===== config.mk =====
export PLATFORM = sky130hd
export DESIGN_NAME = ptc_ctrl
export DESIGN_NICKNAME = d
export VERILOG_FILES = /design/src/rtl/core/assert_macros.svh /design/src/rtl/core/ptc_pkg.sv /design/src/rtl/core/ptc_ctrl.sv
export SDC_FILE = /design/constraint.sdc
export NUM_CORES = 2
export LEC_CHECK = 0
export ABC_CLOCK_PERIOD_IN_PS = 43000
export BUFFER_PORTS_ARGS = -buffer_cell sky130_fd_sc_hd__buf_2
export CORE_AREA = 2 2 253 255
export CTS_CLUSTER_DIAMETER = 60
export DETAILED_ROUTE_END_ITERATION = 8
export DIE_AREA = 0 0 255 257
export PLACE_DENSITY = 0.71
export RECOVER_POWER = 50
export SKIP_LAST_GASP = 1
export SLEW_MARGIN = 10
export SYNTH_ARGS = -nofsm -noshare
export SYNTH_HDL_FRONTEND = slang
export SYNTH_SLANG_ARGS = --single-unit

===== constraint.sdc =====
create_clock -name clk -period 43 [get_ports clk]
set_clock_uncertainty 0.1 [all_clocks]
set_input_delay 0 -clock clk [delete_from_list [all_inputs] [get_ports clk]]
set_output_delay 0 -clock clk [all_outputs]
set_load 0.01 [all_outputs]

===== src/rtl/core/assert_macros.svh =====
// Assertion macros for the turn controller RTL.
// Depends on nothing; included by files that carry concurrent checks.
`ifndef ASSERT_MACROS_SVH
`define ASSERT_MACROS_SVH

// Same-cycle implication, sampled on the rising clock edge, off during reset.
`define PTC_ASSERT_NOW(label, clk, rst, ante, cons, msg) \
  label: assert property (@(posedge clk) disable iff (rst) (ante) |-> (cons)) \
    else $error(msg);

// Next-cycle implication, sampled on the rising clock edge, off during reset.
`define PTC_ASSERT_NEXT(label, clk, rst, ante, cons, msg) \
  label: assert property (@(posedge clk) disable iff (rst) (ante) |=> (cons)) \
    else $error(msg);

`endif


===== src/rtl/core/ptc_pkg.sv =====
// Package for the PI turn controller: widths, reset values, register codes,
// shared structs and the constants of the drive divider. No dependencies.
package ptc_pkg;

  // Field widths of the requests, results and registers.
  localparam int TARGET_W    = 16;
  localparam int HEADING_W   = 32;
  localparam int DRIVE_W     = 16;
  localparam int GAIN_W      = 16;
  localparam int FRAC_W      = 16;
  localparam int TOL_W       = 24;
  localparam int CFG_INDEX_W = 2;
  localparam int CFG_DATA_W  = 24;

  // Internal widths: error in 1/256 degree, saved error, integral.
  localparam int ERR_W   = 33;
  localparam int PREV_W  = 32;
  localparam int INTEG_W = 48;
  localparam int SUM_W   = 66;

  // Register reset values.
  localparam logic signed [GAIN_W-1:0] PROP_GAIN_RST  = 16'sd256;
  localparam logic signed [GAIN_W-1:0] INTEG_GAIN_RST = 16'sd256;
  localparam logic [FRAC_W-1:0]        WINDUP_RST     = 16'd51;
  localparam logic [TOL_W-1:0]         TOLERANCE_RST  = 24'd256;

  // Saturation limits.
  localparam logic signed [INTEG_W-1:0] INTEG_MAX = 48'sh7FFF_FFFF_FFFF;
  localparam logic signed [INTEG_W-1:0] INTEG_MIN = 48'sh8000_0000_0000;
  localparam logic signed [PREV_W-1:0]  PREV_MAX  = 32'sh7FFF_FFFF;
  localparam logic signed [PREV_W-1:0]  PREV_MIN  = 32'sh8000_0000;

  // Drive output: floor(sum / 51200) clamped to +-20480.
  // The clamp is decided on the raw sum; the in-range quotient is found as
  // floor(floor(sum / 2048) / 25) with a reciprocal multiply and one fixup.
  localparam logic signed [DRIVE_W-1:0] DRIVE_LIMIT = 16'sd20480;
  localparam logic signed [SUM_W-1:0]   SUM_HI      = 66'sd1048627200;
  localparam logic signed [SUM_W-1:0]   SUM_LO      = -66'sd1048576000;
  localparam int                        DIV_SHIFT   = 11;
  localparam int                        QUOT_W      = 20;
  localparam int                        RECIP_W     = 21;
  localparam int                        RECIP_SHIFT = 25;
  localparam logic [RECIP_W-1:0]        RECIP       = 21'd1342177;
  localparam logic [QUOT_W-1:0]         DIV_BY      = 20'd25;
  localparam logic signed [SUM_W-DIV_SHIFT-1:0] QUOT_BIAS = 55'sd512000;
  localparam logic [DRIVE_W-1:0]        DRIVE_BIAS  = 16'd20480;

  // Register indexes of the configuration port.
  typedef enum logic [CFG_INDEX_W-1:0] {
    REG_PROP_GAIN        = 2'd0,
    REG_INTEG_GAIN       = 2'd1,
    REG_WINDUP_FRACTION  = 2'd2,
    REG_SETTLE_TOLERANCE = 2'd3
  } cfg_reg_t;

  // Configuration register set.
  typedef struct packed {
    logic signed [GAIN_W-1:0] prop_gain;
    logic signed [GAIN_W-1:0] integ_gain;
    logic [FRAC_W-1:0]        windup_fraction;
    logic [TOL_W-1:0]         settle_tolerance;
  } cfg_t;

  // Per-request result of the control stage, handed to the drive pipeline.
  typedef struct packed {
    logic                      done;
    logic signed [ERR_W-1:0]   err;
    logic signed [INTEG_W-1:0] integ;
  } ctrl_t;

endpackage


===== src/rtl/core/ptc_ctrl.sv =====
// Input register and control stage: error, settle test, integral update.
// Depends on ptc_pkg for widths, limits and the cfg_t / ctrl_t structs.
module ptc_ctrl (
  input  logic                                 clk,
  input  logic                                 rst,
  input  logic                                 adv,
  input  logic                                 in_valid,
  input  logic signed [ptc_pkg::TARGET_W-1:0]  in_target,
  input  logic signed [ptc_pkg::HEADING_W-1:0] in_heading,
  input  ptc_pkg::cfg_t                        cfg,
  output logic                                 res_valid,
  output ptc_pkg::ctrl_t                       res,
  output logic                                 running
);

  localparam int ERR_W   = ptc_pkg::ERR_W;
  localparam int PREV_W  = ptc_pkg::PREV_W;
  localparam int INTEG_W = ptc_pkg::INTEG_W;
  localparam int TGT_W   = ptc_pkg::TARGET_W;
  localparam int HEAD_W  = ptc_pkg::HEADING_W;

  // Input register.
  logic                     tgt_valid;
  logic signed [TGT_W-1:0]  tgt_q;
  logic signed [HEAD_W-1:0] head_q;

  // Move state.
  logic [HEAD_W-1:0]         start_heading;
  logic signed [INTEG_W-1:0] integral_sum;
  logic signed [PREV_W-1:0]  previous_error;

  // Control stage logic.
  logic                      fire;
  logic [HEAD_W-1:0]         start_eff;
  logic signed [PREV_W-1:0]  prev_eff;
  logic signed [INTEG_W-1:0] integ_eff;
  logic signed [ERR_W-1:0]   tgt_scaled;
  logic [HEAD_W-1:0]         head_diff;
  logic signed [ERR_W-1:0]   err;
  logic [ERR_W-1:0]          err_mag;
  logic [PREV_W-1:0]         prev_mag;
  logic [ERR_W:0]            settle_sum;
  logic                      keep_going;
  logic [TGT_W-1:0]          tgt_mag;
  logic [2*TGT_W-1:0]        band;
  logic                      in_band;
  logic signed [INTEG_W:0]   integ_add;
  logic signed [INTEG_W-1:0] integ_sat;
  logic signed [PREV_W-1:0]  err_sat;

  assign fire = adv && tgt_valid;

  // Capture a request whenever the pipeline moves.
  always_ff @(posedge clk) begin
    if (rst) begin
      tgt_valid <= 1'b0;
    end else if (adv) begin
      tgt_valid <= in_valid;
    end
  end

  always_ff @(posedge clk) begin
    if (adv && in_valid) begin
      tgt_q  <= in_target;
      head_q <= in_heading;
    end
  end

  // When idle, the request starts a move from its own heading.
  always_comb begin
    start_eff  = running ? start_heading : head_q;
    tgt_scaled = {{(ERR_W-TGT_W-8){tgt_q[TGT_W-1]}}, tgt_q, 8'd0};
    prev_eff   = running ? previous_error
                         : {{(PREV_W-TGT_W-8){tgt_q[TGT_W-1]}}, tgt_q, 8'd0};
    integ_eff  = running ? integral_sum : '0;
  end

  // Error and the settle test.
  always_comb begin
    head_diff  = head_q - start_eff;
    err        = tgt_scaled - {head_diff[HEAD_W-1], head_diff};
    err_mag    = err[ERR_W-1] ? ERR_W'(-err) : err;
    prev_mag   = prev_eff[PREV_W-1] ? PREV_W'(-prev_eff) : prev_eff;
    settle_sum = {1'b0, err_mag} + {2'b0, prev_mag};
    keep_going = settle_sum > {{(ERR_W+1-ptc_pkg::TOL_W){1'b0}}, cfg.settle_tolerance};
  end

  // Integration band and the saturating integral add.
  always_comb begin
    tgt_mag   = tgt_q[TGT_W-1] ? TGT_W'(-tgt_q) : tgt_q;
    band      = tgt_mag * cfg.windup_fraction;
    in_band   = err_mag <= {{(ERR_W-2*TGT_W){1'b0}}, band};
    integ_add = {integ_eff[INTEG_W-1], integ_eff}
              + {{(INTEG_W+1-ERR_W){err[ERR_W-1]}}, err};
    if (integ_add[INTEG_W] != integ_add[INTEG_W-1]) begin
      integ_sat = integ_add[INTEG_W] ? ptc_pkg::INTEG_MIN : ptc_pkg::INTEG_MAX;
    end else begin
      integ_sat = integ_add[INTEG_W-1:0];
    end
    if (err[ERR_W-1] != err[ERR_W-2]) begin
      err_sat = err[ERR_W-1] ? ptc_pkg::PREV_MIN : ptc_pkg::PREV_MAX;
    end else begin
      err_sat = err[PREV_W-1:0];
    end
  end

  // Move state update, one request per cycle while the pipeline advances.
  always_ff @(posedge clk) begin
    if (rst) begin
      running        <= 1'b0;
      start_heading  <= '0;
      integral_sum   <= '0;
      previous_error <= '0;
    end else if (fire) begin
      if (keep_going) begin
        running        <= 1'b1;
        start_heading  <= start_eff;
        integral_sum   <= in_band ? integ_sat : integ_eff;
        previous_error <= err_sat;
      end else begin
        running <= 1'b0;
      end
    end
  end

  // Stage register toward the drive pipeline.
  always_ff @(posedge clk) begin
    if (rst) begin
      res_valid <= 1'b0;
    end else if (adv) begin
      res_valid <= tgt_valid;
    end
  end

  always_ff @(posedge clk) begin
    if (fire) begin
      res.done  <= !keep_going;
      res.err   <= err;
      res.integ <= integ_eff;
    end
  end

endmodule


==> reports/metrics.cfg <==
[run_status]
status=finished, violations left
violations=max-capacitance violations, max-slew violations

[logic_synthesis]
ys_top_cells_by_area=fa_1 (14%), edfxtp_1 (14%), ha_1 (13%), dfxtp_1 (8.2%), inv_1 (4.5%)
synth.most_common_cell=inv_1
yosys-top-cells-count=inv_1 (336), ha_1 (294), nand2_1 (276)
ys_async_sr_fraction_pct=0
avgSynthCellArea_um2=8.85
synth-main-ff-cell=edfxtp_1
synth_cell_types=91
yosysSeqAreaShare_pct=22.2
syn-num-nets=3776
synth_warnings=0
netlist_area_mm2=0.0280
yosysTopAreaCell=fa_1
synth_seq_cells=245
syn_inst=3161
synth_top_cell_area_share_pct=14.1
synth_edf_count=130

[floorplanning]
num_io_pins=208
die_w_um=255
start_util_pct=44.6
num_rows=92
die-area_mm2=0.0655
core_mm2=0.0627
die_h_um=257

[min_path]
hold_start=in_heading[16]
whs_path_depth=2
min_to=head_q[16]
hold_path.class=in -> reg

[grt]
grt-ovfl-total=0
grt_pass1_vias=22900
antenna_found_initial=0
grt_pass1_wl_um=123000
grt_max_degree=83
groute.usage.overall_pct=23.6

[setup_path]
end_kind=flip-flop
cp_slowest_cell=dfxtp_1
startpoint_type=flip-flop
timing.rr.start=running
r2r_slack_ns=25.07
cp_max_fo=82
worstPathRequired_ns=43.45
worst_ep_arrival_time_ns=18.38
cpPeakStageDelay_ns=1.95
worst-r2r-cell-count=58
crit_type=reg -> reg
cp_common_cell=a21o_1
r2r-end=integral_sum[18]

[detailed_routing]
drc=0
antenna_left=0
vias=23200
routed_wl_um=77200
routedWlPerCell_um=18.3
firstDrtPassIters=6
drt_iter0_markers=1588
via_per_inst=5.51

[cts]
htree_num_levels=1
cts_root_buf=clkbuf_16
clock_sinks=245
clk_pin_slew_ns=0.06
numCtsBuffers=30
tritoncts=yes
cts_resized=0
cts_buffer_depth=3
clk_latency_ns=0.61

[timing]
worst_slew_pin_slew_ns=3.67
slew_violations=258
rsz0062_at_grt=false
clock.fmax_mhz=55.8
period_needed_ns=17.93
tns_ns=0
hold_viol=0
slew_headroom_pct=-145
setup_viol=0
min_period_over_period_pct=41.7

[finish]
layout.nets=3963
drive_gt1_share_pct=7.09
diodes=0
area_delta_synth_final_pct=11.4
layoutNonFillerInstCount=4218
fill_cells=5945

[placement]
gp_congestion=0.943
dp_cells=4110
io_buffer_count=175
dp_hpwl_um=59800

[flow_run]
cap_violations=5

-- cell families after synthesis --
group	after synthesis	synth area share, %
xor+xnor	217	6.97
flops	245	22.2
fa+ha+maj	506	27.8
compound gates	698	17.2
buf+inv	454	6.29
simple gates	978	17.3
mux	63	2.27
-- stage by stage --
| step | cell area (µm²) | setup slack, ns | hold WS, ns | utilization (%) |
|---|---|---|---|---|
| after global placement | 29800 | 26.76 | 0.0769 | 47.5 |
| after floorplan | 28000 | 29.24 | -0.00113 | - |
| after global routing | 31200 | 23.79 | 0.0264 | 49.7 |
| after detailed placement | 29800 | 26.79 | 0.0781 | 47.5 |
| after CTS | 31300 | 26.66 | 0.00591 | 49.9 |
| final | 31200 | 25.07 | 0.0328 | 49.7 |
-- layout by cell type (no fill, tap or decap), types with 17 or more instances in the layout --
cell / netlist / layout
nor2b_1: 26 / 26
edfxtp_1: 130 / 130
and3_1: 28 / 28
nand4_1: 20 / 20
inv_1: 336 / 335
o31ai_1: 20 / 20
clkbuf_1: 93 / 96
dfxtp_1: 115 / 115
o21a_1: 32 / 32
a22o_1: 19 / 19
o21ai_0: 120 / 120
a211oi_1: 44 / 44
fa_1: 197 / 197
a21o_1: 75 / 75
and2_0: 2 / 17
nor2_1: 228 / 228
mux2i_1: 59 / 59
buf_2: 8 / 90
ha_1: 294 / 294
buf_4: 0 / 40
a31oi_1: 29 / 29
dlygate4sd3_1: 0 / 52
clkbuf_16: 0 / 30
xor2_1: 70 / 70
a21oi_1: 165 / 165
nand2_1: 276 / 276
xnor2_1: 143 / 140
and2_1: 176 / 160
nand3_1: 40 / 40
o2bb2ai_1: 32 / 32
nand2b_1: 37 / 37
nor3_1: 61 / 60
-- state kept, by name, indices dropped and copies added, names as in the netlist --
register and cells:
res 82, integral_sum 48, head_q 32, previous_error 32, start_heading 32, tgt_q 16
res_valid 1, running 1, tgt_valid 1
-- per-layer routing --
layer  wire [µm]  vias to the layer above  GRT usage (%)  part of all wire (%)
li1            -                    11400              -                     -
met1       33900                    11100           31.6                    44
met2       35600                      668           38.7                    46
met3        4890                      136           3.66                   6.3
met4        2760                        0           8.06                   3.6
met5           0                        -              0                     0
-- layout make-up --
cell class | instances | area, µm² | area share [%]
timing repair buffer | 270 | 1600 | 5.14
clock buffer | 39 | 795 | 2.55
clock inverter | 17 | 189 | 0.606
tap | 846 | 1060 | 3.40
multi-input combinational | 2462 | 20000 | 64.3
sequential | 245 | 6210 | 19.9
inverter | 339 | 1270 | 4.09
-- critical path, delay by kind of cell, from the launching register on --
| kind | cells | cell delay [ns] |
|---|---|---|
| AOI/OAI and AO/OA | 30 | 7.68 |
| xor gates and xnor gates | 3 | 0.81 |
| adders and majority gates | 5 | 1.45 |
| buffers and inverters | 8 | 3.09 |
| DFF | 1 | 1.95 |
| and+or+nand+nor | 12 | 2.62 |
-- worst max-delay path by stage --
stage            start                to  slack [ns]  cells after the start
5_1_grt        running   integral_sum[1]       23.79                     58
6_report       running  integral_sum[18]       25.07                     58
4_1_cts        running  integral_sum[22]       26.66                     58
3_3_place_gp   running  integral_sum[21]       26.76                     58
3_5_place_dp   running  integral_sum[43]       26.79                     58
2_1_floorplan  running  integral_sum[13]       29.24                     60
-- repair_timing --
| item | 4_1_cts | 5_1_grt |
|---|---|---|
| endpoints found under the hold margin | 64 | 0 |
| setup buffers | 0 | 0 |
| hold buffers | 52 | 0 |
Power is not shown: default switching activity piles up to over one toggle a cycle in this logic, so the estimate is an artifact.
