File: src/rtl/core/assert_macros.svh
// Assertion macros for the turn controller RTL.
// Depends on nothing; included by files that carry concurrent checks.
`ifndef ASSERT_MACROS_SVH
`define ASSERT_MACROS_SVH

// Same-cycle implication, sampled on the rising clock edge, off during reset.
`define PTC_ASSERT_NOW(label, clk, rst, ante, cons, msg) \
  label: assert property (@(posedge clk) disable iff (rst) (ante) |-> (cons)) \
    else $error(msg);

// Next-cycle implication, sampled on the rising clock edge, off during reset.
`define PTC_ASSERT_NEXT(label, clk, rst, ante, cons, msg) \
  label: assert property (@(posedge clk) disable iff (rst) (ante) |=> (cons)) \
    else $error(msg);

`endif

File: src/rtl/core/ptc_pkg.sv
// Package for the PI turn controller: widths, reset values, register codes,
// shared structs and the constants of the drive divider. No dependencies.
package ptc_pkg;

  // Field widths of the requests, results and registers.
  localparam int TARGET_W    = 16;
  localparam int HEADING_W   = 32;
  localparam int DRIVE_W     = 16;
  localparam int GAIN_W      = 16;
  localparam int FRAC_W      = 16;
  localparam int TOL_W       = 24;
  localparam int CFG_INDEX_W = 2;
  localparam int CFG_DATA_W  = 24;

  // Internal widths: error in 1/256 degree, saved error, integral.
  localparam int ERR_W   = 33;
  localparam int PREV_W  = 32;
  localparam int INTEG_W = 48;
  localparam int SUM_W   = 66;

  // Register reset values.
  localparam logic signed [GAIN_W-1:0] PROP_GAIN_RST  = 16'sd256;
  localparam logic signed [GAIN_W-1:0] INTEG_GAIN_RST = 16'sd256;
  localparam logic [FRAC_W-1:0]        WINDUP_RST     = 16'd51;
  localparam logic [TOL_W-1:0]         TOLERANCE_RST  = 24'd256;

  // Saturation limits.
  localparam logic signed [INTEG_W-1:0] INTEG_MAX = 48'sh7FFF_FFFF_FFFF;
  localparam logic signed [INTEG_W-1:0] INTEG_MIN = 48'sh8000_0000_0000;
  localparam logic signed [PREV_W-1:0]  PREV_MAX  = 32'sh7FFF_FFFF;
  localparam logic signed [PREV_W-1:0]  PREV_MIN  = 32'sh8000_0000;

  // Drive output: floor(sum / 51200) clamped to +-20480.
  // The clamp is decided on the raw sum; the in-range quotient is found as
  // floor(floor(sum / 2048) / 25) with a reciprocal multiply and one fixup.
  localparam logic signed [DRIVE_W-1:0] DRIVE_LIMIT = 16'sd20480;
  localparam logic signed [SUM_W-1:0]   SUM_HI      = 66'sd1048627200;
  localparam logic signed [SUM_W-1:0]   SUM_LO      = -66'sd1048576000;
  localparam int                        DIV_SHIFT   = 11;
  localparam int                        QUOT_W      = 20;
  localparam int                        RECIP_W     = 21;
  localparam int                        RECIP_SHIFT = 25;
  localparam logic [RECIP_W-1:0]        RECIP       = 21'd1342177;
  localparam logic [QUOT_W-1:0]         DIV_BY      = 20'd25;
  localparam logic signed [SUM_W-DIV_SHIFT-1:0] QUOT_BIAS = 55'sd512000;
  localparam logic [DRIVE_W-1:0]        DRIVE_BIAS  = 16'd20480;

  // Register indexes of the configuration port.
  typedef enum logic [CFG_INDEX_W-1:0] {
    REG_PROP_GAIN        = 2'd0,
    REG_INTEG_GAIN       = 2'd1,
    REG_WINDUP_FRACTION  = 2'd2,
    REG_SETTLE_TOLERANCE = 2'd3
  } cfg_reg_t;

  // Configuration register set.
  typedef struct packed {
    logic signed [GAIN_W-1:0] prop_gain;
    logic signed [GAIN_W-1:0] integ_gain;
    logic [FRAC_W-1:0]        windup_fraction;
    logic [TOL_W-1:0]         settle_tolerance;
  } cfg_t;

  // Per-request result of the control stage, handed to the drive pipeline.
  typedef struct packed {
    logic                      done;
    logic signed [ERR_W-1:0]   err;
    logic signed [INTEG_W-1:0] integ;
  } ctrl_t;

endpackage

File: src/rtl/core/ptc_cfg.sv
// Configuration register file of the turn controller.
// Depends on ptc_pkg for the register codes and the cfg_t struct.
module ptc_cfg (
  input  logic                               clk,
  input  logic                               rst,
  input  logic                               cfg_we,
  input  logic [ptc_pkg::CFG_INDEX_W-1:0]    cfg_index,
  input  logic [ptc_pkg::CFG_DATA_W-1:0]     cfg_data,
  output ptc_pkg::cfg_t                      cfg
);

  // Write one register per enabled cycle; each takes the low bits it needs.
  always_ff @(posedge clk) begin
    if (rst) begin
      cfg.prop_gain        <= ptc_pkg::PROP_GAIN_RST;
      cfg.integ_gain       <= ptc_pkg::INTEG_GAIN_RST;
      cfg.windup_fraction  <= ptc_pkg::WINDUP_RST;
      cfg.settle_tolerance <= ptc_pkg::TOLERANCE_RST;
    end else if (cfg_we) begin
      unique case (ptc_pkg::cfg_reg_t'(cfg_index))
        ptc_pkg::REG_PROP_GAIN: begin
          cfg.prop_gain <= $signed(cfg_data[ptc_pkg::GAIN_W-1:0]);
        end
        ptc_pkg::REG_INTEG_GAIN: begin
          cfg.integ_gain <= $signed(cfg_data[ptc_pkg::GAIN_W-1:0]);
        end
        ptc_pkg::REG_WINDUP_FRACTION: begin
          cfg.windup_fraction <= cfg_data[ptc_pkg::FRAC_W-1:0];
        end
        ptc_pkg::REG_SETTLE_TOLERANCE: begin
          cfg.settle_tolerance <= cfg_data[ptc_pkg::TOL_W-1:0];
        end
      endcase
    end
  end

endmodule

File: config.mk
export PLATFORM = sky130hd
export DESIGN_NAME = ptc_cfg
export DESIGN_NICKNAME = d
export VERILOG_FILES = /design/src/rtl/core/assert_macros.svh /design/src/rtl/core/ptc_pkg.sv /design/src/rtl/core/ptc_cfg.sv
export SDC_FILE = /design/constraint.sdc
export NUM_CORES = 1
export LEC_CHECK = 0
export BUFFER_PORTS_ARGS = -buffer_cell sky130_fd_sc_hd__buf_2
export CAP_MARGIN = 20
export CORE_MARGIN = 2
export CORE_UTILIZATION = 49
export CTS_CLUSTER_DIAMETER = 40
export DETAILED_ROUTE_END_ITERATION = 7
export HOLD_SLACK_MARGIN = 0.02
export MAX_ROUTING_LAYER = met4
export PLACE_DENSITY = 0.83
export REMOVE_ABC_BUFFERS = 1
export SYNTH_ARGS = -nofsm -noshare
export SYNTH_HDL_FRONTEND = slang
export SYNTH_SLANG_ARGS = --single-unit
File: constraint.sdc
create_clock -name clk -period 1.3 [get_ports clk]
set_clock_uncertainty 0.05 [all_clocks]
set_input_delay 0.195 -clock clk [delete_from_list [all_inputs] [get_ports clk]]
set_output_delay 0.195 -clock clk [all_outputs]
set_load 0.01 [all_outputs]
==> impl_metrics.yaml, run 1 <==
run_status:
  status: "complete, no violations"
logic_synthesis:
  synth_top_area_cell: "dfxtp_1"
  synth_area_leaders: "dfxtp_1, mux2i_1, nand2b_1, nor2_1, clkbuf_1"
  synthArstFlopShare_pct: 0
  syn_avg_cell_area_um2: 10.7
  yosys-top-cells-count: "nand2b_1, dfxtp_1, mux2i_1"
  synth_edf_count: 0
  syn_area_mm2: 0.00292
  netlist_instances: 272
  ys_types: 13
  ys_ff_latch: 72
  yosys_warnings: 0
  synth_flop_cell: "dfxtp_1"
  ys_seq_area_share_pct: 49.4
  synth_top_area_share_pct: 49.4
  synth.most_common_cell: "nand2b_1"
sta:
  finalSetupViolations: 0
  rsz0062_at_grt: "no"
  period_minus_slack_ns: 1.06
  final-hold-violation-count: 0
  fmax_ghz: 0.941
  fin_crit_sh_pct: 81.8
  tightest_slew_ns: 0.298
  whs_ns: 0.0731
  report.final.slew_viol_count: 0
  relSlewSlack_pct: 80.2
clock_network:
  cts_sinks: 72
  cts_made_buffers: 9
  post_cts_buffers: 0
  cts_resized: 0
  cts_tree: "built"
  clkTransAtPathRegs_ns: 0.07
  hold_buffers: 0
  cts_max_level: 3
  clk-insertion-delay-late_ns: 0.32
  clock_path_buffers: 2
  cts_root_buf: "clkbuf_8"
cells_and_area:
  design_area_mm2: 0.00373
  largest_reg_flops: 72
  drive_gt1_share_pct: 33.8
  n_antenna_cell: 0
  fin_nets: 401
  largest-register: "cfg"
  finalCoreUtilization_pct: 63.7
  fillCellCount: 496
  area_growth_pct: 27.7
  multi_input_area_mm2: 0.00139
  seq_area_mm2: 0.00144
  reg_top3: "cfg: 72 flops"
detailed_routing:
  wirelength_um: 6040
  vias_per_cell: 4.82
  dr_total_vias: 2173
  antenna_left: 0
  drc: 0
  drt-pass1-iter-count: 4
  post_drt_wl_per_cell_um: 13.4
  drt_iter0_drc: 40
global_route:
  grt_max_degree: 48
  gr-usage-all-layers_pct: 20.1
  first_global_vias: 2052
  grt_pass1_wl_um: 9700
  gr-total-overflow: 0
  antenna_found_initial: 0
placed_design:
  placed_cell_area_mm2: 0.00354
  place_congestion: 0.756
  hpwl_um: 4230
  io_buffers: 100
setup_path:
  start_kind: "flop"
  crit_fanout: 2
  critPathKind: "reg2out"
  arrival_ns: 0.82
  endpoint_kind: "output port"
  cp.required_ns: 1.05
  critPathMaxStageDelay_ns: 0.36
  crit_family: "flip-flops"
  crit_chain: "buf_2"
  path_buf_inv: 1
  critPathSlowestCell: "dfxtp_1"
hold_path:
  min_path_type: "in2reg"
die:
  core_area_mm2: 0.00585
  die_w_um: 81.2
  die_h_um: 81.2
  start_util_pct: 49.9
  num_rows: 28
  pin_count: 101
  die-area_mm2: 0.00659
power:
  ir_worst_vdd_v: 0.000746
  power.density_mw_per_mm2: 1190
  leakagePower_nw: 1.88
  power_mw: 4.43
job:
  max_cap_violations: 0
==> cell type report <==
| cell class | instances | share of cell area (%) |
|---|---|---|
| sequential | 72 | 38.7 |
| multi-input combinational | 181 | 37.3 |
| timing repair buffer | 108 | 16.4 |
| clock buffer | 13 | 4.80 |
| tap | 75 | 2.52 |
| clock inverter | 2 | 0.336 |
==> cells in the final DEF (no fill, tap or decap), drive strengths merged, types with 2 or more instances in the layout <==
master  netlist  final
and3b         2      2
buf           8    108
clkbuf       11     13
dfxtp        72     72
mux2i        72     72
nand2b       89     89
nand3b        2      2
nor2         12     12
==> metal layers <==
metal,routed length (um),track usage [%]
met1,2740,23.3
met2,2980,33.4
met3,236,4.11
met4,81,9.49
met5,0,-
==> path summary, 6_finish.rpt <==
path	startpoint	end	slack, ns	depth (start not counted)
worst min register to register	cfg[59]	cfg[59]	0.42	2
worst min-delay path	cfg_data[19]	cfg[19]	0.07	3
worst max-delay path	cfg[71]	cfg[71]	0.24	1
worst max register to register	cfg[69]	cfg[69]	0.64	2
==> report_power, final <==
group,internal [mW],switching [mW]
clock,0.889,0.753
sequential,2.28,0.0388
combinational,0.231,0.230
==> logic make-up after synthesis <==
group / share of synthesized area, %
buf+inv: 3.00
simple gates: 23.0
flops: 49.4
mux: 24.7
==> per-stage QoR <==
| stage | worst slack [ns] | TNS (ns) | cells |
|---|---|---|---|
| 2_1_floorplan | -0.0806 | -0.564 | 253 |
| 3_3_place_gp | 0.0946 | 0 | 436 |
| 3_5_place_dp | 0.0702 | 0 | 436 |
| 4_1_cts | 0.221 | 0 | 451 |
| 5_1_grt | 0.180 | 0 | 451 |
| 6_report | 0.237 | 0 | 451 |
No activity file was read; power rests on OpenSTA's default activity.
==> run 2: changes to the inputs <==
Settings changed: ABC_AREA set to 1, CORE_UTILIZATION 49 to 45, PLACE_DENSITY 0.83 to 0.81.
Clock period 1.3 ns to 0.96 ns, I/O delays scaled along.
==> impl_metrics.yaml, run 2 <==
cells_and_area:
  final_common_cell: "nand2_1"
  area_growth_pct: 53.0
  reg_top3: "cfg: 72 flops"
  drive_gt1_share_pct: 37.4
  largest_reg_flops: 72
  design_area_mm2: 0.00452
  final_cell_mix: "nand2_1, nor2_1, dfxtp_2, buf_6, inv_1"
  fin_nets: 597
  fillCellCount: 484
  largest-register: "cfg"
  n_antenna_cell: 0
logic_synthesis:
  syn_avg_cell_area_um2: 6.55
  synthArstFlopShare_pct: 0
  yosys_warnings: 0
  synth_top_area_cell: "dfxtp_1"
  synth_top_area_share_pct: 48.8
  ys_ff_latch: 72
  synth.most_common_cell: "nand2_1"
  ys_seq_area_share_pct: 48.8
  netlist_instances: 451
  ys_types: 12
  syn_area_mm2: 0.00296
  yosys-top-cells-count: "nand2_1, nor2_1, dfxtp_1"
  synth_flop_cell: "dfxtp_1"
  synth_area_leaders: "dfxtp_1, nand2_1, nor2_1, inv_1, nand3_1"
  synth_edf_count: 0
power:
  leakagePower_nw: 2.43
  power.density_mw_per_mm2: 1490
  ir_worst_vdd_v: 0.00123
hold_path:
  min_path_type: "in2reg"
sta:
  fin_setup_tns_ns: -0.176
  whs_ns: 0.0286
  period_minus_slack_ns: 0.978
  final-hold-violation-count: 0
  timing.final.ws_setup_ns: -0.0184
  finalSetupViolations: 24
  report.final.slew_viol_count: 0
  tightest_slew_ns: 0.179
  fin_crit_sh_pct: 102
  rsz0062_at_grt: "yes"
  fmax_ghz: 1.02
  relSlewSlack_pct: 88.1
die:
  pin_count: 101
  core_area_mm2: 0.00635
  die-area_mm2: 0.00723
  start_util_pct: 46.5
  die_w_um: 85.0
  num_rows: 29
  die_h_um: 85.0
setup_path:
  path_buf_inv: 1
  critPathMaxStageDelay_ns: 0.35
  cp.required_ns: 0.77
  crit_family: "flip-flops"
  arrival_ns: 0.78
  start_kind: "flop"
  critPathSlowestCell: "dfxtp_2"
  crit_fanout: 2
  crit_chain: "buf_6"
  critPathKind: "reg2out"
  endpoint_kind: "output port"
global_route:
  grt_pass1_wl_um: 12900
  first_global_vias: 2939
  antenna_found_initial: 0
  gr-usage-all-layers_pct: 22.7
  grt_max_degree: 41
  gr-total-overflow: 0
placed_design:
  place_congestion: 0.786
  io_buffers: 100
  placed_cell_area_mm2: 0.00366
  hpwl_um: 4990
detailed_routing:
  drt-pass1-iter-count: 4
  vias_per_cell: 4.70
  drt_iter0_drc: 101
  wirelength_um: 7950
  antenna_left: 0
  dr_total_vias: 3053
  drc: 0
  post_drt_wl_per_cell_um: 12.2
clock_network:
  clk-insertion-delay-late_ns: 0.31
  cts_made_buffers: 9
  cts_tree: "built"
  cts_max_level: 3
  cts_root_buf: "clkbuf_8"
  clkTransAtPathRegs_ns: 0.08
  clock_path_buffers: 2
  cts_sinks: 72
job:
  max_cap_violations: 0
run_status:
  violations: "setup timing"
  status: "finished with violations"
## run 2: cell types whose count changed in the layout (fill, tap and decap cells not counted), moves of 67 or more
cell	change
buf_2	-72
mux2i_1	-72
nand2_1	+123
nor2_1	+103
dfxtp_2	+72
dfxtp_1	-72
nand2b_1	-89
buf_6	+72
inv_1	+67
## run 2: final cells by class
cell class	instances	area, um^2	share of cell area (%)
clock inverter	4	45.0	0.996
inverter	68	255	5.64
sequential	72	1530	33.9
multi-input combinational	286	1150	25.5
timing repair buffer	131	1300	28.8
tap	77	96.3	2.13
clock buffer	11	141	3.13
## run 2: layer usage
metal  global-route usage, %  routed length [um]  part of all wire (%)  vias to the layer above
met5                       -                   0                     0                        -
met2                    39.2                4050                    51                      103
met4                    9.81                 210                   2.6                        0
met3                    4.38                 453                   5.7                       19
li1                        -                   -                     -                     1552
met1                    25.5                3230                    41                     1379
## run 2: worst paths after layout
path | start | to | slack, ns | cells after the start
setup / recovery | cfg[53] | cfg[53] | -0.02 | 1
setup reg to reg | cfg[40] | cfg[40] | 0.15 | 5
hold / removal | cfg_data[23] | cfg[23] | 0.03 | 3
hold reg to reg | cfg[64] | cfg[64] | 0.41 | 2
## run 2: metrics by stage
| stage | power, mW | utilization (%) | instances | worst slack (ns) |
|---|---|---|---|---|
| 2_1_floorplan | 3.73 | - | 426 | -0.604 |
| 3_3_place_gp | 4.14 | 57.6 | 618 | -0.0273 |
| 3_5_place_dp | 4.18 | 57.6 | 618 | -0.0676 |
| 4_1_cts | 6.75 | 70.8 | 645 | -0.0280 |
| 5_1_grt | 7.03 | 71.2 | 649 | -0.0480 |
| 6_report | 6.73 | 71.2 | 649 | -0.0184 |
## run 2: cell families after synthesis
kind of cell	Yosys count	share of synthesized area, %
and+or+nand+nor	271	36.2
buffers and inverters	93	12.5
DFF	72	48.8
AOI/OAI and AO/OA	15	2.54
## run 2: report_power, final
group | leakage [nW] | internal (mW) | switching (mW) | total [mW]
Sequential | 0.614 | 3.18 | 0.117 | 3.29
Clock | 0.0989 | 1.25 | 1.07 | 2.32
Combinational | 1.72 | 0.573 | 0.549 | 1.12
Total | 2.43 | 5.00 | 1.74 | 6.73
## run 2: timing repair
item,4_1_cts,5_1_grt
hold buffers,7,0
setup endpoints to repair,72,72
buffers inserted,5,4
hold endpoints to repair,7,0
gates resized for setup,144,0
