`config.mk`:
```
export PLATFORM = sky130hd
export DESIGN_NAME = ptc_drive
export DESIGN_NICKNAME = d
export VERILOG_FILES = /design/src/rtl/core/assert_macros.svh /design/src/rtl/core/ptc_pkg.sv /design/src/rtl/core/ptc_drive.sv
export SDC_FILE = /design/constraint.sdc
export NUM_CORES = 2
export LEC_CHECK = 0
export BUFFER_PORTS_ARGS = -buffer_cell sky130_fd_sc_hd__clkbuf_2
export CAP_MARGIN = 20
export CORE_ASPECT_RATIO = 0.9
export CORE_MARGIN = 1.5
export CORE_UTILIZATION = 40
export DETAILED_ROUTE_END_ITERATION = 8
export GPL_TIMING_DRIVEN = 0
export RECOVER_POWER = 50
export SYNTH_ARGS = -nofsm -noshare
export SYNTH_HDL_FRONTEND = slang
export SYNTH_SLANG_ARGS = --single-unit
```
`constraint.sdc`:
```
create_clock -name clk -period 17.7 [get_ports clk]
set_input_delay 1.77 -clock clk [delete_from_list [all_inputs] [get_ports clk]]
set_output_delay 1.77 -clock clk [all_outputs]
set_load 0.05 [all_outputs]
```
`src/rtl/core/assert_macros.svh`:
```
// Assertion macros for the turn controller RTL.
// Depends on nothing; included by files that carry concurrent checks.
`ifndef ASSERT_MACROS_SVH
`define ASSERT_MACROS_SVH

// Same-cycle implication, sampled on the rising clock edge, off during reset.
`define PTC_ASSERT_NOW(label, clk, rst, ante, cons, msg) \
  label: assert property (@(posedge clk) disable iff (rst) (ante) |-> (cons)) \
    else $error(msg);

// Next-cycle implication, sampled on the rising clock edge, off during reset.
`define PTC_ASSERT_NEXT(label, clk, rst, ante, cons, msg) \
  label: assert property (@(posedge clk) disable iff (rst) (ante) |=> (cons)) \
    else $error(msg);

`endif

```
`src/rtl/core/ptc_pkg.sv`:
```
// Package for the PI turn controller: widths, reset values, register codes,
// shared structs and the constants of the drive divider. No dependencies.
package ptc_pkg;

  // Field widths of the requests, results and registers.
  localparam int TARGET_W    = 16;
  localparam int HEADING_W   = 32;
  localparam int DRIVE_W     = 16;
  localparam int GAIN_W      = 16;
  localparam int FRAC_W      = 16;
  localparam int TOL_W       = 24;
  localparam int CFG_INDEX_W = 2;
  localparam int CFG_DATA_W  = 24;

  // Internal widths: error in 1/256 degree, saved error, integral.
  localparam int ERR_W   = 33;
  localparam int PREV_W  = 32;
  localparam int INTEG_W = 48;
  localparam int SUM_W   = 66;

  // Register reset values.
  localparam logic signed [GAIN_W-1:0] PROP_GAIN_RST  = 16'sd256;
  localparam logic signed [GAIN_W-1:0] INTEG_GAIN_RST = 16'sd256;
  localparam logic [FRAC_W-1:0]        WINDUP_RST     = 16'd51;
  localparam logic [TOL_W-1:0]         TOLERANCE_RST  = 24'd256;

  // Saturation limits.
  localparam logic signed [INTEG_W-1:0] INTEG_MAX = 48'sh7FFF_FFFF_FFFF;
  localparam logic signed [INTEG_W-1:0] INTEG_MIN = 48'sh8000_0000_0000;
  localparam logic signed [PREV_W-1:0]  PREV_MAX  = 32'sh7FFF_FFFF;
  localparam logic signed [PREV_W-1:0]  PREV_MIN  = 32'sh8000_0000;

  // Drive output: floor(sum / 51200) clamped to +-20480.
  // The clamp is decided on the raw sum; the in-range quotient is found as
  // floor(floor(sum / 2048) / 25) with a reciprocal multiply and one fixup.
  localparam logic signed [DRIVE_W-1:0] DRIVE_LIMIT = 16'sd20480;
  localparam logic signed [SUM_W-1:0]   SUM_HI      = 66'sd1048627200;
  localparam logic signed [SUM_W-1:0]   SUM_LO      = -66'sd1048576000;
  localparam int                        DIV_SHIFT   = 11;
  localparam int                        QUOT_W      = 20;
  localparam int                        RECIP_W     = 21;
  localparam int                        RECIP_SHIFT = 25;
  localparam logic [RECIP_W-1:0]        RECIP       = 21'd1342177;
  localparam logic [QUOT_W-1:0]         DIV_BY      = 20'd25;
  localparam logic signed [SUM_W-DIV_SHIFT-1:0] QUOT_BIAS = 55'sd512000;
  localparam logic [DRIVE_W-1:0]        DRIVE_BIAS  = 16'd20480;

  // Register indexes of the configuration port.
  typedef enum logic [CFG_INDEX_W-1:0] {
    REG_PROP_GAIN        = 2'd0,
    REG_INTEG_GAIN       = 2'd1,
    REG_WINDUP_FRACTION  = 2'd2,
    REG_SETTLE_TOLERANCE = 2'd3
  } cfg_reg_t;

  // Configuration register set.
  typedef struct packed {
    logic signed [GAIN_W-1:0] prop_gain;
    logic signed [GAIN_W-1:0] integ_gain;
    logic [FRAC_W-1:0]        windup_fraction;
    logic [TOL_W-1:0]         settle_tolerance;
  } cfg_t;

  // Per-request result of the control stage, handed to the drive pipeline.
  typedef struct packed {
    logic                      done;
    logic signed [ERR_W-1:0]   err;
    logic signed [INTEG_W-1:0] integ;
  } ctrl_t;

endpackage

```
`src/rtl/core/ptc_drive.sv`:
```
// Drive pipeline: gain products, sum, clamp and the divide by 51200.
// Depends on ptc_pkg for widths, divider constants and the ctrl_t struct.
module ptc_drive (
  input  logic                                clk,
  input  logic                                rst,
  input  logic                                adv,
  input  logic                                in_valid,
  input  ptc_pkg::ctrl_t                      ctl,
  input  logic signed [ptc_pkg::GAIN_W-1:0]   prop_gain,
  input  logic signed [ptc_pkg::GAIN_W-1:0]   integ_gain,
  output logic                                out_valid,
  output logic signed [ptc_pkg::DRIVE_W-1:0]  drive,
  output logic                                done_res
);

  localparam int NSTAGE  = 5;
  localparam int SUM_W   = ptc_pkg::SUM_W;
  localparam int ERR_W   = ptc_pkg::ERR_W;
  localparam int GAIN_W  = ptc_pkg::GAIN_W;
  localparam int HALF_W  = ptc_pkg::INTEG_W / 2;
  localparam int PE_W    = GAIN_W + ERR_W;
  localparam int PH_W    = GAIN_W + HALF_W;
  localparam int PL_W    = GAIN_W + HALF_W + 1;
  localparam int QUOT_W  = ptc_pkg::QUOT_W;
  localparam int PROD_W  = QUOT_W + ptc_pkg::RECIP_W;
  localparam int DRV_W   = ptc_pkg::DRIVE_W;
  localparam int MF_W    = SUM_W - ptc_pkg::DIV_SHIFT;

  logic [NSTAGE-1:0] vld;
  logic [NSTAGE-1:0] dn;

  // Stage 2: products.
  logic signed [PE_W-1:0] pe;
  logic signed [PH_W-1:0] ph;
  logic signed [PL_W-1:0] pl;
  // Stage 3: full sum.
  logic signed [SUM_W-1:0] pe_x;
  logic signed [SUM_W-1:0] sum_next;
  logic signed [SUM_W-1:0] sum_q;
  // Stage 4: clamp flags and biased quotient input.
  logic signed [MF_W-1:0] m_full;
  logic                   hi4, lo4, hi5, lo5;
  logic [QUOT_W-1:0]      m4, m5;
  // Stage 5: reciprocal estimate.
  logic [PROD_W-1:0]      prod;
  logic [DRV_W-1:0]       q0;
  // Output stage: fixup and select.
  logic [QUOT_W-1:0]      q25;
  logic [QUOT_W-1:0]      rem;
  logic [DRV_W-1:0]       qf;
  logic signed [DRV_W-1:0] drive_next;

  // Valid and done flags move with the pipeline.
  always_ff @(posedge clk) begin
    if (rst) begin
      vld <= '0;
    end else if (adv) begin
      vld <= {vld[NSTAGE-2:0], in_valid};
    end
  end

  always_ff @(posedge clk) begin
    if (adv) begin
      dn <= {dn[NSTAGE-2:0], ctl.done};
    end
  end

  assign out_valid = vld[NSTAGE-1];
  assign done_res  = dn[NSTAGE-1];

  // Stage 2: proportional product and the integral product in two halves.
  always_ff @(posedge clk) begin
    if (adv) begin
      pe <= prop_gain * ctl.err;
      ph <= integ_gain * $signed(ctl.integ[2*HALF_W-1:HALF_W]);
      pl <= integ_gain * $signed({1'b0, ctl.integ[HALF_W-1:0]});
    end
  end

  // Stage 3: kp*e*200 + ki*integral.
  always_comb begin
    pe_x     = {{(SUM_W-PE_W){pe[PE_W-1]}}, pe};
    sum_next = (pe_x <<< 7) + (pe_x <<< 6) + (pe_x <<< 3)
             + {{(SUM_W-PH_W-HALF_W){ph[PH_W-1]}}, ph, {HALF_W{1'b0}}}
             + {{(SUM_W-PL_W){pl[PL_W-1]}}, pl};
  end

  always_ff @(posedge clk) begin
    if (adv) begin
      sum_q <= sum_next;
    end
  end

  // Stage 4: clamp decisions and the biased floor(sum / 2048).
  assign m_full = $signed(sum_q[SUM_W-1:ptc_pkg::DIV_SHIFT]) + ptc_pkg::QUOT_BIAS;

  always_ff @(posedge clk) begin
    if (adv) begin
      hi4 <= sum_q >= ptc_pkg::SUM_HI;
      lo4 <= sum_q < ptc_pkg::SUM_LO;
      m4  <= m_full[QUOT_W-1:0];
    end
  end

  // Stage 5: quotient estimate by 25, at most one short.
  assign prod = m4 * ptc_pkg::RECIP;

  always_ff @(posedge clk) begin
    if (adv) begin
      hi5 <= hi4;
      lo5 <= lo4;
      m5  <= m4;
      q0  <= prod[ptc_pkg::RECIP_SHIFT +: DRV_W];
    end
  end

  // Output stage: correct the estimate, remove the bias, clamp; a finished move drives zero.
  always_comb begin
    q25 = QUOT_W'({q0, 4'd0}) + QUOT_W'({q0, 3'd0}) + QUOT_W'(q0);
    rem = m5 - q25;
    qf  = q0 + DRV_W'(rem >= ptc_pkg::DIV_BY);
    if (dn[NSTAGE-2]) begin
      drive_next = '0;
    end else if (hi5) begin
      drive_next = ptc_pkg::DRIVE_LIMIT;
    end else if (lo5) begin
      drive_next = -ptc_pkg::DRIVE_LIMIT;
    end else begin
      drive_next = $signed(qf - ptc_pkg::DRIVE_BIAS);
    end
  end

  always_ff @(posedge clk) begin
    if (adv) begin
      drive <= drive_next;
    end
  end

endmodule

```
==> results.cfg <==
[final_layout]
sequential_cell_area_um2 = 8000
num-nets-final = 9425
areaGrowthSynthToFinish_pct = 6.34
share_of_cells_above_drive_strength_1 = 0.0248
fillCellCount = 16500
multi_input_gate_area_um2 = 52900

[global_routing]
global_route_wire_length_before_repair_um = 288000
grt_use_total = 0.216
top_usage_layer = met2
grt.met2_usage = 0.364
met3_track_usage_gr = 0.0379
grt_antenna_before_repair = 14
largest_net_degree_at_the_start_of_global_routing = 109
overflow = 0
number_of_global_route_vias_before_repair = 51300
use_met1 = 0.279

[cts]
clock_path_buffers = 3
tritoncts = done
clock_insertion_delay_worst_skew_ns = 0.58
numClockSinks = 268
cts_htree_levels = 1
cts-hold-fix-buffers = 0
clk_pin_slew_ns = 0.06
cts_setup_buffers = 0
cts_buffers = 27
cts.root.buffer_cell = sky130_fd_sc_hd__clkbuf_16
cts-resized-gates = 0

[setup_path]
setup.worst_path.start = adv
crit_path_max_fanout = 108
worst_r2r_endpoint = q0[9]$_DFFE_PP_
cp.arrival_ns = 11.97
timing.critical_path.from_type = input port
critPathSlowestCell = sky130_fd_sc_hd__clkbuf_1
timing.critical_path.slowest_cell_delay_ns = 4.00
r2r_setup_slack_ns = 10.15
crit_type = input port to register
cp_data_required_time_ns = 17.73
worst_r2r_path_depth = 20
cells_traversed_along_the_worst_timing_path = clkbuf_1 -> clkbuf_1 -> clkbuf_1
critPathCaptureType = register
critical_register_to_register_path_startpoint = m4[4]$_DFFE_PP_
crit_top_cell = sky130_fd_sc_hd__clkbuf_1

[placed_design]
gpl.final_weighted_congestion = 0.947
port-buffer-count = 120
dp_hpwl_um = 156000
pre_cts_slack_ns = 7.70

[routing]
finalWirelength_um = 181000
post_drt_wl_per_cell_um = 19.2
drt_drc_violations_left = 0
via_per_inst = 5.05
drt_pre_antenna_iters = 9
postRouteAntennaNets = 0
detailroute.via_count = 47600
dr.first_iter.drc_count = 2979

[floorplanning]
num_io_pins = 136
rows = 143
die_footprint_um2 = 173000
floorplan.initialDensity = 0.403
chipHeight_um = 395
die_width_um = 438
design.core.area_um2 = 169000

[timing]
setup_tns_ns = 0
final_hold_viol_count = 0
tightestPinTransition_ns = 5.41
grt_setup_unrepaired = false
maxSlewHeadroom = -2.61
final-setup-viol-count = 0
finalClockSkew_ns = 0.0269
post_layout_min_period_ns = 11.94
slew_viol_final = 269
fmax_ghz = 0.0838
layout_setup_ws_ns = 5.76
layout_worst_path_cycle_share = 0.674

[hold_path]
min_delay_worst_endpoint = dn[1]$_DFFE_PP_
hold_path_class = register to register
hold_depth = 0
hold_path.startpoint = dn[0]$_DFFE_PP_

[synth]
ys_ff_latch = 268
syn_inst = 6999
syn-cell-area_um2 = 68100
ys_types = 83
netlist_top_cells_area = sky130_fd_sc_hd__fa_1, sky130_fd_sc_hd__ha_1, sky130_fd_sc_hd__edfxtp_1
ys_seq_area_frac = 0.117
ys_dominant_reg_cell = sky130_fd_sc_hd__edfxtp_1
postSynthAreaPerCell_um2 = 9.74
synth.net_count = 9270
synth_warnings = 0
leading_area_contributor_after_synthesis = sky130_fd_sc_hd__fa_1
fraction_of_registers_with_async_set_reset = 0
post-synth-top-area-fraction = 0.434
synth_edf_count = 263

[status]
violations = max-capacitance violations, max-slew violations
run_status = complete, but fails checks

[job]
max_cap_check_violation_count = 3
==> logic make-up (layout without fill, tap and decap cells) <==
| logic type | count (synthesis) | after routing | synth area share |
|---|---|---|---|
| fa+ha+maj | 2153 | 2153 | 0.558 |
| buf+inv | 1930 | 2105 | 0.106 |
| simple gates | 1780 | 1780 | 0.126 |
| compound gates | 626 | 626 | 0.0606 |
| flops | 268 | 268 | 0.117 |
| xor+xnor | 230 | 230 | 0.0296 |
| mux | 12 | 12 | 0.00180 |
| other cells | 0 | 6 | 0 |
==> critical path: cells and delay by family <==
kind | cells | cell delay, ns
buf+inv | 3 | 9.92
==> placed cells by master, fill, tap and decap left out, types with 41 or more instances in the layout <==
cell and n:
sky130_fd_sc_hd__nor3_1 41, sky130_fd_sc_hd__fa_1 1476, sky130_fd_sc_hd__a21o_1 112, sky130_fd_sc_hd__nor2_1 174, sky130_fd_sc_hd__clkbuf_1 259, sky130_fd_sc_hd__a21oi_1 193, sky130_fd_sc_hd__xnor2_1 169, sky130_fd_sc_hd__clkbuf_2 99
sky130_fd_sc_hd__ha_1 677, sky130_fd_sc_hd__edfxtp_1 263, sky130_fd_sc_hd__nand3_1 46, sky130_fd_sc_hd__nand2_1 817, sky130_fd_sc_hd__and2_1 525, sky130_fd_sc_hd__o21ai_0 98, sky130_fd_sc_hd__inv_1 1694, sky130_fd_sc_hd__xor2_1 61
==> per-layer routing <==
metal  vias up  part of all wire
li1      21500                 -
met2      1513              0.48
met1     24200              0.41
met4         2             0.040
met3       351             0.072
met5         -          0.000044
==> cell type report <==
class                   count  area share
clock inverters            18     0.00207
inverters                1695      0.0878
repair buffers            126     0.00903
plain buffers             235      0.0122
well taps                2247      0.0388
multi-input cells        4801       0.730
clock buffers              31     0.00953
diodes                      6    0.000207
flip-flops and latches    268       0.110
==> cell usage after synthesis (39+ instances only) <==
master,instances
sky130_fd_sc_hd__inv_1,1694
sky130_fd_sc_hd__fa_1,1476
sky130_fd_sc_hd__nand2_1,817
sky130_fd_sc_hd__ha_1,677
sky130_fd_sc_hd__and2_1,527
sky130_fd_sc_hd__edfxtp_1,263
sky130_fd_sc_hd__clkbuf_1,231
sky130_fd_sc_hd__a21oi_1,193
sky130_fd_sc_hd__nor2_1,174
sky130_fd_sc_hd__xnor2_1,169
sky130_fd_sc_hd__a21o_1,112
sky130_fd_sc_hd__o21ai_0,98
sky130_fd_sc_hd__xor2_1,61
sky130_fd_sc_hd__nand3_1,46
sky130_fd_sc_hd__nor3_1,41
sky130_fd_sc_hd__nand2b_1,39
==> worst max path at each step <==
stage | endpoint | slack (ns) | cells past startpoint
5_1_grt | pe[35]$_DFFE_PP_ | 4.51 | 3
2_1_floorplan | ph[38]$_DFFE_PP_ | 9.74 | 21
4_1_cts | pl[40]$_DFFE_PP_ | 8.25 | 21
3_5_place_dp | pl[40]$_DFFE_PP_ | 7.70 | 21
6_report | ph[28]$_DFFE_PP_ | 5.76 | 3
3_3_place_gp | pl[40]$_DFFE_PP_ | 7.66 | 24
==> per-stage QoR <==
step	utilization	cells	instance area (um2)	hold slack (ns)
after floorplan	-	6999	68100	0.400
after detailed placement	0.424	9371	71700	0.405
after CTS	0.429	9420	72500	0.421
final	0.429	9427	72500	0.420
after global placement	0.423	9366	71500	0.408
after global routing	0.428	9423	72400	0.430
==> state kept, by name (all words and copies together), names as in the netlist <==
signal / count
lo4: 1
q0: 16
hi4: 1
pe: 49
sum_q: 55
dn: 5
m4: 20
ph: 40
vld: 5
drive: 16
lo5: 1
hi5: 1
pl: 38
m5: 20
Power is not shown: default switching activity piles up to over one toggle a cycle in this logic, so the estimate is an artifact.
